<file path="src/rtl/rnfe_div.sv">
// Bit-serial restoring divider for the mean error, one quotient bit per cycle.
`timescale 1ns / 1ps
module rnfe_div #(
  parameter int DW = 64,
  parameter int VW = 5
) (
  input  logic          clk,
  input  logic          rst,
  input  logic          start,
  input  logic [DW-1:0] dividend,
  input  logic [VW-1:0] divisor,
  output logic          done,
  output logic [DW-1:0] quotient
);

  localparam int CW = $clog2(DW + 1);

  logic          run;
  logic [CW-1:0] cnt;
  logic [VW-1:0] rem;
  logic [VW:0]   trial;
  logic          fits;

  assign trial = {rem, quotient[DW-1]};
  assign fits  = trial >= {1'b0, divisor};

  // Control: counts the quotient bits still to produce.
  always_ff @(posedge clk) begin
    if (rst) begin
      run  <= 1'b0;
      done <= 1'b0;
      cnt  <= '0;
    end else begin
      done <= 1'b0;
      if (start) begin
        run <= 1'b1;
        cnt <= CW'(DW);
      end else if (run) begin
        cnt <= cnt - 1'b1;
        if (cnt == CW'(1)) begin
          run  <= 1'b0;
          done <= 1'b1;
        end
      end
    end
  end

  // Datapath: shift the dividend through the remainder, subtracting where it fits.
  always_ff @(posedge clk) begin
    if (start) begin
      quotient <= dividend;
      rem      <= '0;
    end else if (run) begin
      rem      <= fits ? VW'(trial - {1'b0, divisor}) : trial[VW-1:0];
      quotient <= {quotient[DW-2:0], fits};
    end
  end

endmodule

</file>
<file path="config.mk">
export PLATFORM = sky130hd
export DESIGN_NAME = rnfe_div
export DESIGN_NICKNAME = d
export VERILOG_FILES = /design/src/rtl/rnfe_div.sv
export SDC_FILE = /design/constraint.sdc
export NUM_CORES = 1
export LEC_CHECK = 0
export BUFFER_PORTS_ARGS = -buffer_cell sky130_fd_sc_hd__buf_2
export CORE_MARGIN = 3
export CORE_UTILIZATION = 52
export DETAILED_ROUTE_END_ITERATION = 10
export PLACE_DENSITY = 0.84
export SYNTH_ARGS = -nofsm -noshare
export SYNTH_HDL_FRONTEND = slang
export SYNTH_SLANG_ARGS = --single-unit
</file>
<file path="constraint.sdc">
create_clock -name clk -period 6 [get_ports clk]
set_input_delay 1.5 -clock clk [delete_from_list [all_inputs] [get_ports clk]]
set_output_delay 1.5 -clock clk [all_outputs]
set_load 0.005 [all_outputs]
</file>
=== Word level (Yosys, flattened, before mapping) ===
Cells that the tools add are included.

* Flip-flop bits (word level): 78
* Bits of input ports: 72
* Output and inout bits: 65

* Muxes and demuxes: 9
* Reductions and logical operators: 3
* Magnitude comparators: 1
* Equal/unequal tests: 1
* Bitwise logic cells: 1
* Add/sub/neg operators: 2

{| class="wikitable"
|+ Operator list
! cell !! count
|-
| 64-bit 2-to-1 mux || 2
|-
| 7-bit 2-to-1 mux || 2
|-
| 7-bit by 1-bit == test with 1-bit output, second input constant || 1
|-
| 7-bit by 1-bit subtractor with 7-bit output, second input constant || 1
|-
| 6-bit by 5-bit greater-or-equal comparator with 1-bit output || 1
|-
| 5-bit 2-to-1 mux || 1
|-
| 5-bit subtractor || 1
|-
| 1-bit 2-to-1 mux || 4
|-
| 3-bit OR reduction || 1
|-
| 2-bit nonzero test || 1
|-
| 2-bit OR reduction || 1
|-
| 1-bit inverter || 1
|}

=== Depth between registers and ports, before layout ===
* Depth in word-level cells: 4
* Depth in mapped cells: 8
* Gate-level depth less buffers: 8

=== Worst setup path after synthesis ===
No wires, ideal clock.

* Path kind: input to register
* Start point: in start
* End point: reg quotient[0] (enable)
* Arrival: 2869 ps
* Data required time: 5308 ps
* Path buffers: 1
* Library setup time: 692 ps
* Stages: 3
* Setup slack: 2439 ps
* Path through: buf_2 -> inv_1 -> nand2_1

* Cells in the longest elaborated chain, start to end: 1

{| class="wikitable"
|+ RTL lines
! element !! RTL line !! RTL
|-
| start, declared || 9 || <nowiki>input logic start,</nowiki>
|-
| 2-bit nonzero test (no source line) || - ||
|-
| end signal, assigned || 51 || <nowiki>quotient <= dividend;</nowiki>
|-
| end signal, assigned || 55 || <nowiki>quotient <= {quotient[DW-2:0], fits};</nowiki>
|-
| end, declared || 13 || <nowiki>output logic [DW-1:0] quotient</nowiki>
|}

No other way between the ends.
A chain may end at the register's enable or synchronous reset.

=== Worst setup path in the final report ===
* Start point: in divisor[0]
* End point: reg quotient[0], data pin

* Cells in the longest elaborated chain, start to end: 3

{| class="wikitable"
|+ RTL lines
! element !! RTL line !! RTL
|-
| start, declared || 11 || <nowiki>input logic [VW-1:0] divisor,</nowiki>
|-
| 6-bit by 5-bit greater-or-equal comparator with 1-bit output || 25 || <nowiki>assign fits = trial >= {1'b0, divisor};</nowiki>
|-
| 64-bit 2-to-1 mux || 53 || <nowiki>end else if (run) begin</nowiki>
|-
| 64-bit 2-to-1 mux || 50 || <nowiki>if (start) begin</nowiki>
|}

No other way between the ends. The select of a mux whose other input is x is not followed.

==> run metrics <==
Worst-path clk slew 80 ps; Slowest cell on crit path fa_1; DRT Pass-1 Iters 4; layout cell share with drive strength beyond 1 58.0%; Pleak 1.94 nW; clk sink count 78; # setup viols final 0; worst r2r src quotient[63]; GR Overflow Total 0; number of H-tree levels 3; antenna diode count 0; pwr dens 300 nW/um^2; Die Ht 88.3 um; largest cells by area after synthesis edfxtp_1, mux2_2, dfxtp_1; critical path launch point type primary input; Main synth FF type edfxtp_1; Synth Cell Area 3520 sq um; Synth async-reset ratio 0%; total CTS buffers 9; nets@finish 454; full die area 7790 sq um; count of cell types in the netlist 36; CP endpoint kind flop; initial drt markers 130; Reg2Reg Depth 8; Yosys reg bits 78; width of the die 88.3 um; Setup Skew 12.4 ps; Via-to-Cell Ratio 5.37; vias in the first global route 2424; critical path required time 6090 ps; post-CTS sizing 0; f_max 333 MHz; via count 2449; dpl hpwl 5.30 mm; hold_buf cts 0; Final Max Tran Viols 0; clk buf depth 2; Initial Util 54.5%; Post-synth top cells edfxtp_1, mux2_2, dfxtp_1; critical path depth in cells 8; cell taking the most area after synthesis edfxtp_1; unrepaired setup endpoints after global routing false; worst vdd ir 0.000184 V; I/O pins 137; Routability Congestion 0.891; Remaining DRCs 0; Fin. Hold Viols 0; Max FO, Critical Path 5; minimum clock period 3000 ps; post-synth top area share 54.6%; final worst-path cycle share 50.0%; Avg WL per Cell 16.5 um; Mapped Cells 235; Buf/Inv on CP 2; first-pass GRT wire length 11.5 mm; Root Driver clkbuf_8; total core area 6460 sq um; max_cap viols 0; Critical R2R Capture quotient[0]; Yosys warnings 0; Tot GR Track Use 19.7%; worst path cell trace buf_2, ha_1, inv_1, fa_1, a211o_1, o211ai_1, nand2_1, mux2_2; Setup crit start divisor[0]; Post-DRT Antenna Nets 0; Slew @ Worst Pin 857 ps; kind of critical path primary input to flop; Syn-to-layout area delta 28.2%; Port Buffers 136; Cell Area, Placed 4270 sq um; status finished clean; worst min path class flop to flop; Hold Crit Start cnt[1]; initial antenna violation count 1; fill count 469; Slew HR 42.9%; largest net degree at the start of global routing 71; Seq/Total Area, Yosys 62.6%; total setup buffers inserted after CTS 0; Synth Area per Inst 15.0 sq um; Clock Latency Late Sink 340 ps; Final Cell Area 4510 sq um; drt total wl 7.54 mm; flop2flop setup slack 3730 ps; EDFF count, synth 64; CP endpoint quotient[0]; slowest stage delay, CP 420 ps; Mapped Nets 315; crit path DAT 3090 ps; Row Count 29; Setup TNS 0 ps; CP delay by family, top adder cells; CTS tree yes
==> placed cells by master (no fill, tap or decap), types with 2 or more instances in the layout <==
cell,n
dfxtp_1,14
edfxtp_1,64
nand2_1,8
mux2_2,64
buf_4,2
and3_1,2
a211oi_1,3
inv_1,10
nand3_1,3
bufinv_16,3
nor2_1,13
a21oi_1,5
clkbuf_1,2
o311ai_1,2
xnor2_1,5
clkbuf_8,9
clkinv_4,2
buf_2,136
ha_1,7
xor2_1,3
a211o_1,2
==> final cells by class <==
| class | instances | area [sq um] | share of cell area (%) |
|---|---|---|---|
| clock inverter | 5 | 108 | 2.39 |
| sequential | 78 | 2200 | 48.8 |
| tap | 77 | 96.3 | 2.14 |
| timing repair buffer | 138 | 696 | 15.4 |
| multi-input combinational | 137 | 1240 | 27.5 |
| clock buffer | 11 | 131 | 2.91 |
| inverter | 10 | 37.5 | 0.832 |
==> per-layer routing <==
layer	global-route usage [%]	up-vias	wire, um
met2	30.6	92	3650
met1	26.5	1169	3190
li1	-	1172	-
met3	5.49	14	587
met5	0	-	13
met4	7.42	2	110
==> registers in the layout (all words and copies together), names as in the netlist <==
register and count:
done 1, quotient 64, run 1, cnt 7, rem 5
==> per-stage QoR <==
stage	hold WS, ps	instances	util (%)	power, W	setup WS, ps
after floorplan	469	235	-	0.000802	2440
after global placement	482	440	66.1	0.000889	2710
after detailed placement	489	440	66.1	0.000897	2650
after CTS	496	456	69.8	0.00136	3010
after global routing	530	456	69.8	0.00141	2940
final	496	456	69.8	0.00136	3000
==> logic make-up (layout without fill, tap and decap cells) <==
group	after synthesis	count (layout)	synth area share [%]
adders and majority gates	8	8	3.06
buffers and inverters	20	164	2.28
DFF	78	78	62.6
xor gates and xnor gates	8	8	1.99
AOI/OAI and AO/OA	21	21	4.48
muxes	64	64	20.5
and+or+nand+nor	36	36	5.15
==> how the worst min path moves through the flow <==
stage / end / slack (ps) / cells after the start
after floorplan: cnt[1] / 470 / 2
after global placement: cnt[1] / 480 / 2
after detailed placement: cnt[1] / 490 / 2
after CTS: cnt[1] / 500 / 2
after global routing: cnt[1] / 530 / 2
final: cnt[1] / 500 / 2
==> tightest hold or removal path: stages (launching register included) <==
cell	delay, ps
dfxtp_1	330
nor2_1	80
a211oi_1	50
==> power by group <==
group | internal [W] | switching [W]
clock network | 0.000278 | 0.000191
logic | 0.000109 | 0.0000905
registers | 0.000653 | 0.0000328
Power figures use the tool's default switching activity.
