File: src/rtl/rnfe_pkg.sv
// Shared types, constants and helper functions of the recurrent network forward-pass core.
`timescale 1ns / 1ps
package rnfe_pkg;

  // Default sizes of the stores.
  localparam int MAX_INPUTS_DEF   = 64;
  localparam int MAX_HIDDEN_DEF   = 32;
  localparam int MAX_OUTPUTS_DEF  = 16;
  localparam int WEIGHT_DEPTH_DEF = 4096;

  // Field and port widths.
  localparam int KIND_W     = 2;
  localparam int INDEX_W    = 12;
  localparam int VALUE_W    = 16;
  localparam int NIDX_W     = 4;
  localparam int NVAL_W     = 32;
  localparam int ERR_W      = 48;
  localparam int S_DATA_W   = 32;
  localparam int M_DATA_W   = 88;
  localparam int CFG_IDX_W  = 3;
  localparam int CFG_DATA_W = 7;
  localparam int REC_W      = 15;
  localparam int ACC_W      = 64;

  // Recurrent clamp bounds in Q.12.
  localparam logic signed [31:0] REC_LOW  = -32'sd4096;
  localparam logic signed [31:0] REC_HIGH = 32'sd8192;

  // Network types.
  localparam logic [1:0] NET_ELMAN  = 2'd1;
  localparam logic [1:0] NET_JORDAN = 2'd2;

  typedef enum logic [KIND_W-1:0] {
    KIND_WEIGHT = 2'd0,
    KIND_INPUT  = 2'd1,
    KIND_EXPECT = 2'd2,
    KIND_CLEAR  = 2'd3
  } kind_t;

  typedef enum logic [CFG_IDX_W-1:0] {
    REG_NET_TYPE     = 3'd0,
    REG_INPUT_COUNT  = 3'd1,
    REG_HIDDEN_COUNT = 3'd2,
    REG_OUTPUT_COUNT = 3'd3,
    REG_REC_COUNT    = 3'd4
  } reg_idx_t;

  typedef enum logic [3:0] {
    ST_IDLE,
    ST_L1,
    ST_L1_DRAIN,
    ST_L2,
    ST_L2_DRAIN,
    ST_RUPD,
    ST_ERR,
    ST_ERR_DRAIN,
    ST_DIV,
    ST_EMIT_RD,
    ST_EMIT_LD
  } state_t;

  typedef enum logic [1:0] {
    SEG_IN,
    SEG_REC,
    SEG_FIN
  } seg_t;

  typedef enum logic [1:0] {
    SRC_INPUT,
    SRC_REC,
    SRC_HIDDEN
  } src_t;

  // Control of the recurrent ring of cells.
  typedef struct packed {
    logic clr;
    logic shift;
  } ring_ctl_t;

  // Floor a Q.24 sum to Q.12 and saturate to 32 bits.
  function automatic logic signed [31:0] to_q12(input logic signed [ACC_W-1:0] a);
    logic signed [ACC_W-13:0] s;
    s = a[ACC_W-1:12];
    if (s > 52'sd2147483647) return 32'sh7fffffff;
    if (s < -52'sd2147483648) return 32'sh80000000;
    return s[31:0];
  endfunction

  // Clamp a neuron value into the recurrent range.
  function automatic logic signed [REC_W-1:0] clamp_rec(input logic signed [31:0] v);
    if (v > REC_HIGH) return REC_HIGH[REC_W-1:0];
    if (v < REC_LOW) return REC_LOW[REC_W-1:0];
    return v[REC_W-1:0];
  endfunction

endpackage

File: src/rtl/rnfe_cell.sv
// One cell of the recurrent state ring: holds one clamped value and passes it on.
`timescale 1ns / 1ps
module rnfe_cell (
  input  logic                                  clk,
  input  logic                                  rst,
  input  rnfe_pkg::ring_ctl_t                   ctl,
  input  logic signed [rnfe_pkg::REC_W-1:0]     d,
  output logic signed [rnfe_pkg::REC_W-1:0]     q
);

  // Clear on reset or clear item, otherwise take the neighbor's value on a shift.
  always_ff @(posedge clk) begin
    if (rst || ctl.clr) begin
      q <= '0;
    end else if (ctl.shift) begin
      q <= d;
    end
  end

endmodule

File: config.mk
export PLATFORM = sky130hd
export DESIGN_NAME = rnfe_cell
export DESIGN_NICKNAME = d
export VERILOG_FILES = /design/src/rtl/rnfe_pkg.sv /design/src/rtl/rnfe_cell.sv
export SDC_FILE = /design/constraint.sdc
export NUM_CORES = 1
export LEC_CHECK = 0
export ABC_AREA = 1
export BUFFER_PORTS_ARGS = -buffer_cell sky130_fd_sc_hd__buf_2
export CAP_MARGIN = 20
export CORE_MARGIN = 4
export CORE_UTILIZATION = 45
export DETAILED_ROUTE_END_ITERATION = 10
export PLACE_DENSITY_LB_ADDON = 0.2
export SLEW_MARGIN = 20
export SYNTH_ARGS = -nofsm -noshare
export SYNTH_HDL_FRONTEND = slang
export SYNTH_SLANG_ARGS = --single-unit
File: constraint.sdc
create_clock -name clk -period 1.3 [get_ports clk]
set_input_delay 0 -clock clk [delete_from_list [all_inputs] [get_ports clk]]
set_output_delay 0 -clock clk [all_outputs]
set_load 0.03 [all_outputs]
# Word level (Yosys, flattened, before mapping)
# Index checks and enable logic that the tools add are counted.
# op_classes
reduce_logical	1
# op_table
op	n
logical OR 1 bit	1
# word_totals
ff_bits	15
wordCells	2

# Depth between registers and ports, before layout
# Gate-level depths: netlist of the first run.
# logic_depth
word_depth	1
ltp_mapped	4

# Worst setup path after synthesis of the first run
# OpenSTA, ideal clock, no wires.
# synth_timing
path_type	flip-flop to flip-flop
start	reg q[10] (netlist name)
end	reg q[10] in the netlist's numbering
setup_ns	0.062
arrival_ns	0.654
required_ns	1.238
path_slack_ns	0.584
path_stages_with_launch	3
n_path_buf	0
synth_period_minus_slack_ns	0.716
cell_sequence	dfxtp_1 -> nor2_1 -> nor2_2
# synth_lines
element	line	source
end signal, assigned	rnfe_cell.sv:14	q <= '0;
end signal, assigned	rnfe_cell.sv:16	q <= d;
end, declared	rnfe_cell.sv:8	output logic signed [rnfe_pkg::REC_W-1:0] q

# Worst setup path in the final report of the first run
# layout_timing
start	reg q[14] in the netlist's numbering
end	out q[14] in the netlist's numbering
# No word-level cell between the ends.

==> results of run 1 <==
-- cells in the mapped netlist --
| cell | instances |
|---|---|
| dfxtp_1 | 15 |
| nand2_2 | 2 |
| nor2_4 | 1 |
| nand2_1 | 28 |
| buf_6 | 1 |
| buf_2 | 3 |
| nor2_1 | 20 |
| inv_1 | 15 |
| nor2_2 | 10 |
-- metrics by stage --
stage	util (%)	instance area [µm²]	setup slack, ns	power [µW]	instances
after CTS	63.2	843	0.458	926	144
after floorplan	-	649	0.584	617	95
after detailed placement	60.5	807	0.548	667	139
after global placement	60.5	807	0.572	664	139
after global routing	63.2	843	0.402	973	144
final	63.2	843	0.463	916	144
-- cell type report --
class / instances / area [µm²]
fill: 124 / 490
multi-input combinational: 61 / 267
timing repair buffer: 34 / 175
clock buffer: 4 / 26.3
tap: 15 / 18.8
sequential: 15 / 300
inverter: 15 / 56.3
-- per-layer routing --
layer  vias up  part of all wire, %
li1        335                    -
met1       250                   45
met2        24                   44
met3         4                  8.2
met4         0                  2.3
met5         -                    0
-- report_power, final --
part	internal, µW	switching [µW]	leakage (µW)
Clock	119	139	0.0000150
Combinational	61.8	108	0.000352
Sequential	479	9.22	0.000123
-- worst max path at each step --
| stage | from | end | slack [ns] | cells after the start |
|---|---|---|---|---|
| floorplan | q[10] | q[10] | 0.58 | 2 |
| global placement | ctl[0] | q[6] | 0.57 | 4 |
| detailed placement | ctl[0] | q[6] | 0.55 | 4 |
| CTS | q[14] | q[14] | 0.46 | 1 |
| global route | q[14] | q[14] | 0.40 | 1 |
| finish | q[14] | q[14] | 0.46 | 1 |
-- cell usage in the layout (no fill, tap or decap), drive strengths merged --
| cell type | Yosys | routed |
|---|---|---|
| nand2 | 30 | 30 |
| nor2 | 31 | 31 |
| inv | 15 | 15 |
| clkbuf | 0 | 4 |
| dfxtp | 15 | 15 |
| buf | 4 | 33 |
| dlygate4sd3 | 0 | 1 |
-- kinds of logic after synthesis --
family	Yosys count	synth area share, %
DFF	15	46.2
buffers and inverters	19	12.7
and+or+nand+nor	61	41.0
==> reports/metrics.cfg, run 1 <==
[global_route]
grt_util_met2_pct = 19.0
number_of_global_route_vias_before_repair = 501
pin_count_of_the_biggest_net_entering_global_routing = 31
gr-total-overflow = 0
track_usage_pct = 12.9
grt_first_pass_wirelength_um = 1920
grt.met1_usage_pct = 15.4
global_route_layer_with_the_greatest_usage = met2
antenna_found_initial = 0
met3_usage_pct = 3.56

[timing]
timing.final.crit_share_pct = 64.4
tns_ns = 0
whs_ns = 0.00530
rsz0062_at_grt = no
fin_worst_skew_ns = 0
timing_worst_slew_pin_value_ns = 0.475
max_freq_mhz = 1190
report.final.slew_viol_count = 0
hold_viol = 0
period_needed_ns = 0.837
timing.final.setup_violations = 0
maxSlewHeadroom_pct = 68.3

[flow_run]
maxCapViolations = 0

[drt]
drt_pre_antenna_iters = 4
wirelength_um = 1270
initialDrtViolationCount = 8
mean_number_of_vias_per_cell = 4.26
routed-via-count = 613
routedWlPerCell_um = 8.81
postRouteAntennaNets = 0
remaining_routing_drc_violations = 0

[synthesis]
syn_area_um2 = 649
synthesis.instances = 95
netlist-cell-type-count = 9
synthesis.yosys.warnings = 0
postSynthNetCount = 114
synth_top_area_share_pct = 46.2
synth_seq_area_share_pct = 46.2
synthTopCellsByArea = dfxtp_1 46%, nand2_1 16%, nor2_1 12%, nor2_2 9.6%, inv_1 8.7%
synth_seq_cells = 15
yosysTopAreaCell = dfxtp_1
synthesis.area_per_instance_um2 = 6.84

[worst_setup_path]
setup.worst_path.class = reg2out
critical-path-max-stage-delay_ns = 0.35
worstPathArrival_ns = 0.84
worst-path-max-fanout = 2
reg2reg_slack_ns = 0.71
rr_worst_depth = 2
regToRegStartpoint = q[2]
crit_slowest_cell = dfxtp_1
timing.critical_path.required_ns = 1.30
cp.buffers_inverters = 1
critical_path.reg2reg.endpoint = q[2]
cp-end-kind = primary output
worstSetupStartpointType = flop
crit_family = flip-flops
path_cells = buf_2

[clock_tree]
post_cts_resize_count = 0
clk_latency_ns = 0.28
clkSinkCount = 15
cts_tree = yes
ctsRootBufferMaster = clkbuf_4
cts_stage_hold_buffer_count = 1
clk_pin_slew_worst_paths_ns = 0.09
htree_num_levels = 1
cts_inserted_buffers = 3
number_of_buffers_between_clock_root_and_the_deepest_sink = 2
postCtsSetupBuffers = 0

[pwr]
worst_ir_drop_vdd_v = 0.000631
leakagePower_uw = 0.000490
powerDensity_mw_per_mm2 = 1090

[hold_path]
hold_depth = 5
worst_hold_startpoint = d[13]
worst_hold_path.endpoint = q[13]
min-delay-path-class = in2reg

[floorplan]
initial_core_util_pct = 48.7
die_area_mm2 = 0.00211
floorplan.die.height_um = 46.0
core-area_mm2 = 0.00133
die_w_um = 46.0
design.portCount = 34
floorplan_row_count = 13

[layout]
flip_flop_count_of_the_largest_register_all_copies_and_words_added = 15
largestRegisters = q: 15 flops
share_of_cells_above_drive_strength_1_pct = 38.0
largest_register = q
antenna_cells_inserted = 0
final_net_count = 149
area_delta_synth_final_pct = 29.9

[placed_design]
port_bufs = 33
dpl.hpwl_um = 908
gpl.final_weighted_congestion = 0.566

[outcome]
outcome = completed

(Power assumes the default switching activity.)
==> inputs of run 2 (changes only) <==
--- a/config.mk
+++ b/config.mk
@@ -9,7 +9,7 @@
 export BUFFER_PORTS_ARGS = -buffer_cell sky130_fd_sc_hd__buf_2
 export CAP_MARGIN = 20
 export CORE_MARGIN = 4
-export CORE_UTILIZATION = 45
+export CORE_UTILIZATION = 42
 export DETAILED_ROUTE_END_ITERATION = 10
 export PLACE_DENSITY_LB_ADDON = 0.2
 export SLEW_MARGIN = 20
==> constraint.sdc (replaced) <==
create_clock -name clk -period 0.8 [get_ports clk]
set_input_delay 0 -clock clk [delete_from_list [all_inputs] [get_ports clk]]
set_output_delay 0 -clock clk [all_outputs]
set_load 0.03 [all_outputs]
==> reports/metrics.cfg, run 2 (same netlist as run 1, synthesis figures left out) <==
[outcome]
outcome = completed

[floorplan]
die_w_um = 47.3  ; +2.9%
die_area_mm2 = 0.00224  ; +5.9%
floorplan.die.height_um = 47.3  ; +2.9%
initial_core_util_pct = 47.0  ; -1.7 points
core-area_mm2 = 0.00138  ; +3.7%
floorplan_row_count = 13  ; unchanged
design.portCount = 34  ; unchanged

[layout]
final_net_count = 149  ; unchanged
antenna_cells_inserted = 0  ; unchanged
filler_cell_count = 127  ; +2.4%
area_delta_synth_final_pct = 45.3
finalNonFillerCells = 144  ; unchanged
largestRegisters = q: 15 flops
largest_register = q
share_of_cells_above_drive_strength_1_pct = 45.7  ; +7.8 points
layout.cells.most_common_list = 28 x nand2_1, 20 x nor2_1, 18 x buf_2
flip_flop_count_of_the_largest_register_all_copies_and_words_added = 15  ; unchanged
final_area_um2 = 943  ; +12%
commonest_non_fill_non_tap_cell_in_the_layout = nand2_1

[drt]
initialDrtViolationCount = 4  ; -4
remaining_routing_drc_violations = 0  ; unchanged
postRouteAntennaNets = 0  ; unchanged
routedWlPerCell_um = 8.67  ; -1.6%
mean_number_of_vias_per_cell = 4.17  ; -2.1%
routed-via-count = 600  ; -2.1%
wirelength_um = 1250  ; -1.6%
drt_pre_antenna_iters = 3  ; -1

[hold_path]
min-delay-path-class = in2reg
worst_hold_startpoint = d[13]
hold_depth = 5  ; unchanged
worst_hold_path.endpoint = q[13]

[placed_design]
numPlacedInstances = 140  ; +0.72%
gpl.final_weighted_congestion = 0.647  ; +14%
placedInstanceArea_um2 = 827  ; +2.5%
port_bufs = 33  ; unchanged
dpl.hpwl_um = 888  ; -2.1%

[pwr]
leakagePower_uw = 0.000509  ; +3.8%
seq_power_share_pct = 52.2  ; -1.1 points
powerDensity_mw_per_mm2 = 1630  ; +50%
worst_ir_drop_vdd_v = 0.00139  ; +120%
power_frac_comb_pct = 20.6  ; +2.1 points
switching_component_of_the_power_uw = 421  ; +64%
switching_share_pct = 27.4  ; -0.53 points
power.share.clock_pct = 27.2  ; -1.0 points
total_power_uw = 1540  ; +68%
internal-power_uw = 1110  ; +69%

[clock_tree]
cts_tree = yes
htree_num_levels = 1  ; unchanged
clk_pin_slew_worst_paths_ns = 0.09  ; about the same
number_of_buffers_between_clock_root_and_the_deepest_sink = 2  ; unchanged
clkSinkCount = 15  ; unchanged
ctsRootBufferMaster = clkbuf_4
cts_stage_hold_buffer_count = 0  ; -1
clk_latency_ns = 0.27  ; about the same
cts_inserted_buffers = 3  ; unchanged

[worst_setup_path]
setup.worst_path.class = reg2out
rr_worst_depth = 2  ; unchanged
regToRegStartpoint = q[3]
reg2reg_slack_ns = 0.21  ; -0.50 ns
worstSetupStartpointType = flop
crit_family = flip-flops
worst-path-max-fanout = 2  ; unchanged
critical-path-max-stage-delay_ns = 0.34  ; about the same
worstPathArrival_ns = 0.77  ; -0.07 ns
critical_path.reg2reg.endpoint = q[3]
cp.buffers_inverters = 1  ; unchanged
crit_slowest_cell = dfxtp_1
timing.critical_path.required_ns = 0.80  ; -0.50 ns
path_cells = buf_4
cp-end-kind = primary output

[timing]
period_needed_ns = 0.768
tns_ns = 0  ; unchanged
fin_worst_skew_ns = 0  ; unchanged
timing.final.crit_share_pct = 95.9
timing.final.setup_violations = 0  ; unchanged
report.final.slew_viol_count = 0  ; unchanged
whs_ns = 0.00855  ; +0.00325 ns
maxSlewHeadroom_pct = 76.6  ; +8.2 points
max_freq_mhz = 1300
timing_worst_slew_pin_value_ns = 0.350  ; -0.125 ns
hold_viol = 0  ; unchanged
rsz0062_at_grt = no

[global_route]
grt_first_pass_wirelength_um = 2010  ; +5.0%
antenna_found_initial = 0  ; unchanged
track_usage_pct = 12.5  ; -0.34 points
number_of_global_route_vias_before_repair = 496  ; -1.0%
pin_count_of_the_biggest_net_entering_global_routing = 31  ; unchanged
gr-total-overflow = 0  ; unchanged

[flow_run]
maxCapViolations = 0  ; unchanged

run 2: worst max-delay path by stage:
stage	from	end	slack (ns)	depth (start not counted)
floorplan	q[10]	q[10]	0.08	2
global placement	ctl[1]	q[2]	0.12	4
detailed placement	ctl[1]	q[5]	0.10	4
CTS	q[0]	q[0]	0.003	1
global route	q[2]	q[2]	0.002	1
finish	q[11]	q[11]	0.03	1
run 2: cell type report:
type	instances	area [µm²]	share of cell area, %
sequential	15	312	33.0
multi-input combinational	61	267	28.2
timing repair buffer	34	264	28.0
inverter	15	56.3	5.97
clock buffer	4	26.3	2.79
tap	15	18.8	1.99
run 2: timing repair:
action	CTS	global route
setup endpoints to repair	14	13
hold endpoints to repair	0	0
buffers inserted	0	0
gates resized for setup	14	22
run 2: per-layer routing:
layer | track usage [%] | vias up | share of wire, %
li1 | - | 335 | -
met1 | 15.9 | 244 | 43
met2 | 19.5 | 21 | 46
met3 | 5.36 | 0 | 10
met4 | 3.31 | 0 | 0
met5 | 0 | - | 0
run 2: stage by stage:
step | worst slack, ns | utilization, %
after floorplan | 0.0836 | -
after global placement | 0.122 | 59.8
after detailed placement | 0.100 | 59.8
after CTS | 0.00264 | 64.3
after global routing | 0.00202 | 68.2
final | 0.0325 | 68.2
run 2: power by group through the flow:
| stage | Combinational (µW) | Clock (µW) | Sequential, µW |
|---|---|---|---|
| floorplan | 128 | 0 | 875 |
| global placement | 281 | 0 | 810 |
| detailed placement | 287 | 0 | 810 |
| CTS | 304 | 428 | 794 |
| global route | 351 | 471 | 806 |
| finish | 316 | 417 | 802 |
==> inputs of run 3 (changes only) <==
==> constraint.sdc (replaced) <==
create_clock -name clk -period 0.85 [get_ports clk]
set_input_delay 0 -clock clk [delete_from_list [all_inputs] [get_ports clk]]
set_output_delay 0 -clock clk [all_outputs]
set_load 0.03 [all_outputs]
==> reports/metrics.cfg, run 3 (same netlist as run 1, synthesis figures left out) <==
[layout]
finalNonFillerCells = 144  ; unchanged
layout.cells.most_common_list = 28 x nand2_1, 28 x buf_2, 20 x nor2_1
flip_flop_count_of_the_largest_register_all_copies_and_words_added = 15  ; unchanged
area_delta_synth_final_pct = 33.3
largestRegisters = q: 15 flops
largest_register = q
antenna_cells_inserted = 0  ; unchanged
share_of_cells_above_drive_strength_1_pct = 38.8  ; -7.0 points
final_area_um2 = 866  ; -8.2%
final_net_count = 149  ; unchanged

[pwr]
power.share.clock_pct = 27.6  ; +0.4 points
powerDensity_mw_per_mm2 = 1620  ; -0.22%
switching_share_pct = 27.4  ; about the same
leakagePower_uw = 0.000495  ; -2.8%
worst_ir_drop_vdd_v = 0.00124  ; -11%
internal-power_uw = 1020  ; -8.4%
switching_component_of_the_power_uw = 386  ; -8.4%
seq_power_share_pct = 53.1  ; +0.9 points
power_frac_comb_pct = 19.4  ; -1.2 points

[floorplan]
floorplan_row_count = 13  ; unchanged
initial_core_util_pct = 47.0  ; unchanged
core-area_mm2 = 0.00138  ; unchanged
die_area_mm2 = 0.00224  ; unchanged
floorplan.die.height_um = 47.3  ; unchanged
die_w_um = 47.3  ; unchanged
design.portCount = 34  ; unchanged

[worst_setup_path]
crit_family = flip-flops
crit_slowest_cell = dfxtp_1
cp-end-kind = primary output
path_cells = clkbuf_4
timing.critical_path.required_ns = 0.85  ; +0.05 ns
rr_worst_depth = 2  ; unchanged
regToRegStartpoint = q[5]
worst-path-max-fanout = 2  ; unchanged
reg2reg_slack_ns = 0.27  ; +0.06 ns
worstPathArrival_ns = 0.81  ; +0.04 ns
setup.worst_path.class = reg2out
worstSetupStartpointType = flop
cp.buffers_inverters = 1  ; unchanged
critical-path-max-stage-delay_ns = 0.35  ; about the same
critical_path.reg2reg.endpoint = q[5]

[timing]
timing.final.crit_share_pct = 95.0
maxSlewHeadroom_pct = 76.6  ; about the same
max_freq_mhz = 1240
timing_worst_slew_pin_value_ns = 0.350  ; -0.000507 ns
report.final.slew_viol_count = 0  ; unchanged
tns_ns = 0  ; unchanged
hold_viol = 0  ; unchanged
period_needed_ns = 0.807
worst_path_setup_slack_after_routing_ns = 0.0428  ; +0.0103 ns
fin_worst_skew_ns = 0  ; unchanged
timing.final.setup_violations = 0  ; unchanged

[drt]
postRouteAntennaNets = 0  ; unchanged
remaining_routing_drc_violations = 0  ; unchanged
routedWlPerCell_um = 8.37  ; -3.5%
drt_pre_antenna_iters = 4  ; +1
mean_number_of_vias_per_cell = 4.10  ; -1.5%
initialDrtViolationCount = 4  ; unchanged
wirelength_um = 1210  ; -3.5%
routed-via-count = 591  ; -1.5%

[clock_tree]
clk_latency_ns = 0.27  ; about the same
clk_pin_slew_worst_paths_ns = 0.08  ; about the same
number_of_buffers_between_clock_root_and_the_deepest_sink = 2  ; unchanged
clkSinkCount = 15  ; unchanged
ctsRootBufferMaster = clkbuf_4
postCtsSetupBuffers = 0  ; unchanged
cts_tree = yes
htree_num_levels = 1  ; unchanged
cts_inserted_buffers = 3  ; unchanged

[global_route]
global_route_layer_with_the_greatest_usage = met2
gr-total-overflow = 0  ; unchanged
grt.met1_usage_pct = 16.3  ; +0.46 points
track_usage_pct = 12.4  ; -0.15 points
met3_usage_pct = 5.36  ; unchanged
pin_count_of_the_biggest_net_entering_global_routing = 31  ; unchanged
antenna_found_initial = 0  ; unchanged
grt_first_pass_wirelength_um = 1980  ; -1.7%
number_of_global_route_vias_before_repair = 480  ; -3.2%
grt_util_met2_pct = 18.4  ; -1.1 points

[placed_design]
placedInstanceArea_um2 = 827  ; unchanged
pre_cts_ws_ns = 0.150  ; +0.0500 ns
port_bufs = 33  ; unchanged
dpl.hpwl_um = 888  ; unchanged
numPlacedInstances = 140  ; unchanged
gpl.final_weighted_congestion = 0.647  ; unchanged

[hold_path]
worst_hold_startpoint = d[14]
worst_hold_path.endpoint = q[14]
min-delay-path-class = in2reg
hold_depth = 5  ; unchanged

[flow_run]
maxCapViolations = 0  ; unchanged

[outcome]
outcome = completed

[run 3: cell count changes in the layout (fill, tap and decap cells not counted)]
cell	before	now
buf_2	18	28
buf_6	11	0
dfxtp_1	6	15
buf_4	4	3
clkbuf_4	3	5
dfxtp_2	9	0
[run 3: worst max-delay path by stage]
stage | start | end | slack, ns | depth (start not counted)
finish | q[5] | q[5] | 0.04 | 1
global placement | ctl[1] | q[2] | 0.17 | 4
global route | q[5] | q[5] | -0.002 | 1
CTS | q[1] | q[1] | 0.03 | 1
floorplan | q[10] | q[10] | 0.13 | 2
detailed placement | ctl[1] | q[5] | 0.15 | 4
[run 3: power by group through the flow]
| stage | clock network [µW] | registers (µW) | logic [µW] |
|---|---|---|---|
| after global placement | 0 | 762 | 265 |
| after floorplan | 0 | 823 | 120 |
| after global routing | 444 | 750 | 305 |
| after detailed placement | 0 | 762 | 270 |
| after CTS | 403 | 746 | 271 |
| final | 388 | 746 | 272 |
[run 3: metrics by stage]
step / util, % / hold slack (ns) / power (µW)
6_report: 62.6 / 0.0106 / 1410
4_1_cts: 61.7 / 0.00680 / 1420
2_1_floorplan: - / 0.154 / 944
5_1_grt: 62.6 / 0.0283 / 1500
3_5_place_dp: 59.8 / 0.291 / 1030
3_3_place_gp: 59.8 / 0.286 / 1030
[run 3: what timing repair did]
action,4_1_cts,5_1_grt
hold buffers,0,0
endpoints found under the setup margin,0,5
resized for setup,0,8
[run 3: per-layer routing]
layer | vias to the layer above | part of all wire [%]
met5 | - | 0
met4 | 0 | 0
met3 | 0 | 10
met2 | 21 | 45
met1 | 236 | 44
li1 | 334 | -
[run 3: cell type report]
type | count | area [µm²]
Multi-Input combinational cell | 61 | 267
Sequential cell | 15 | 300
Tap cell | 15 | 18.8
Clock buffer | 4 | 26.3
Fill cell | 141 | 517
Timing Repair Buffer | 34 | 198
Inverter | 15 | 56.3
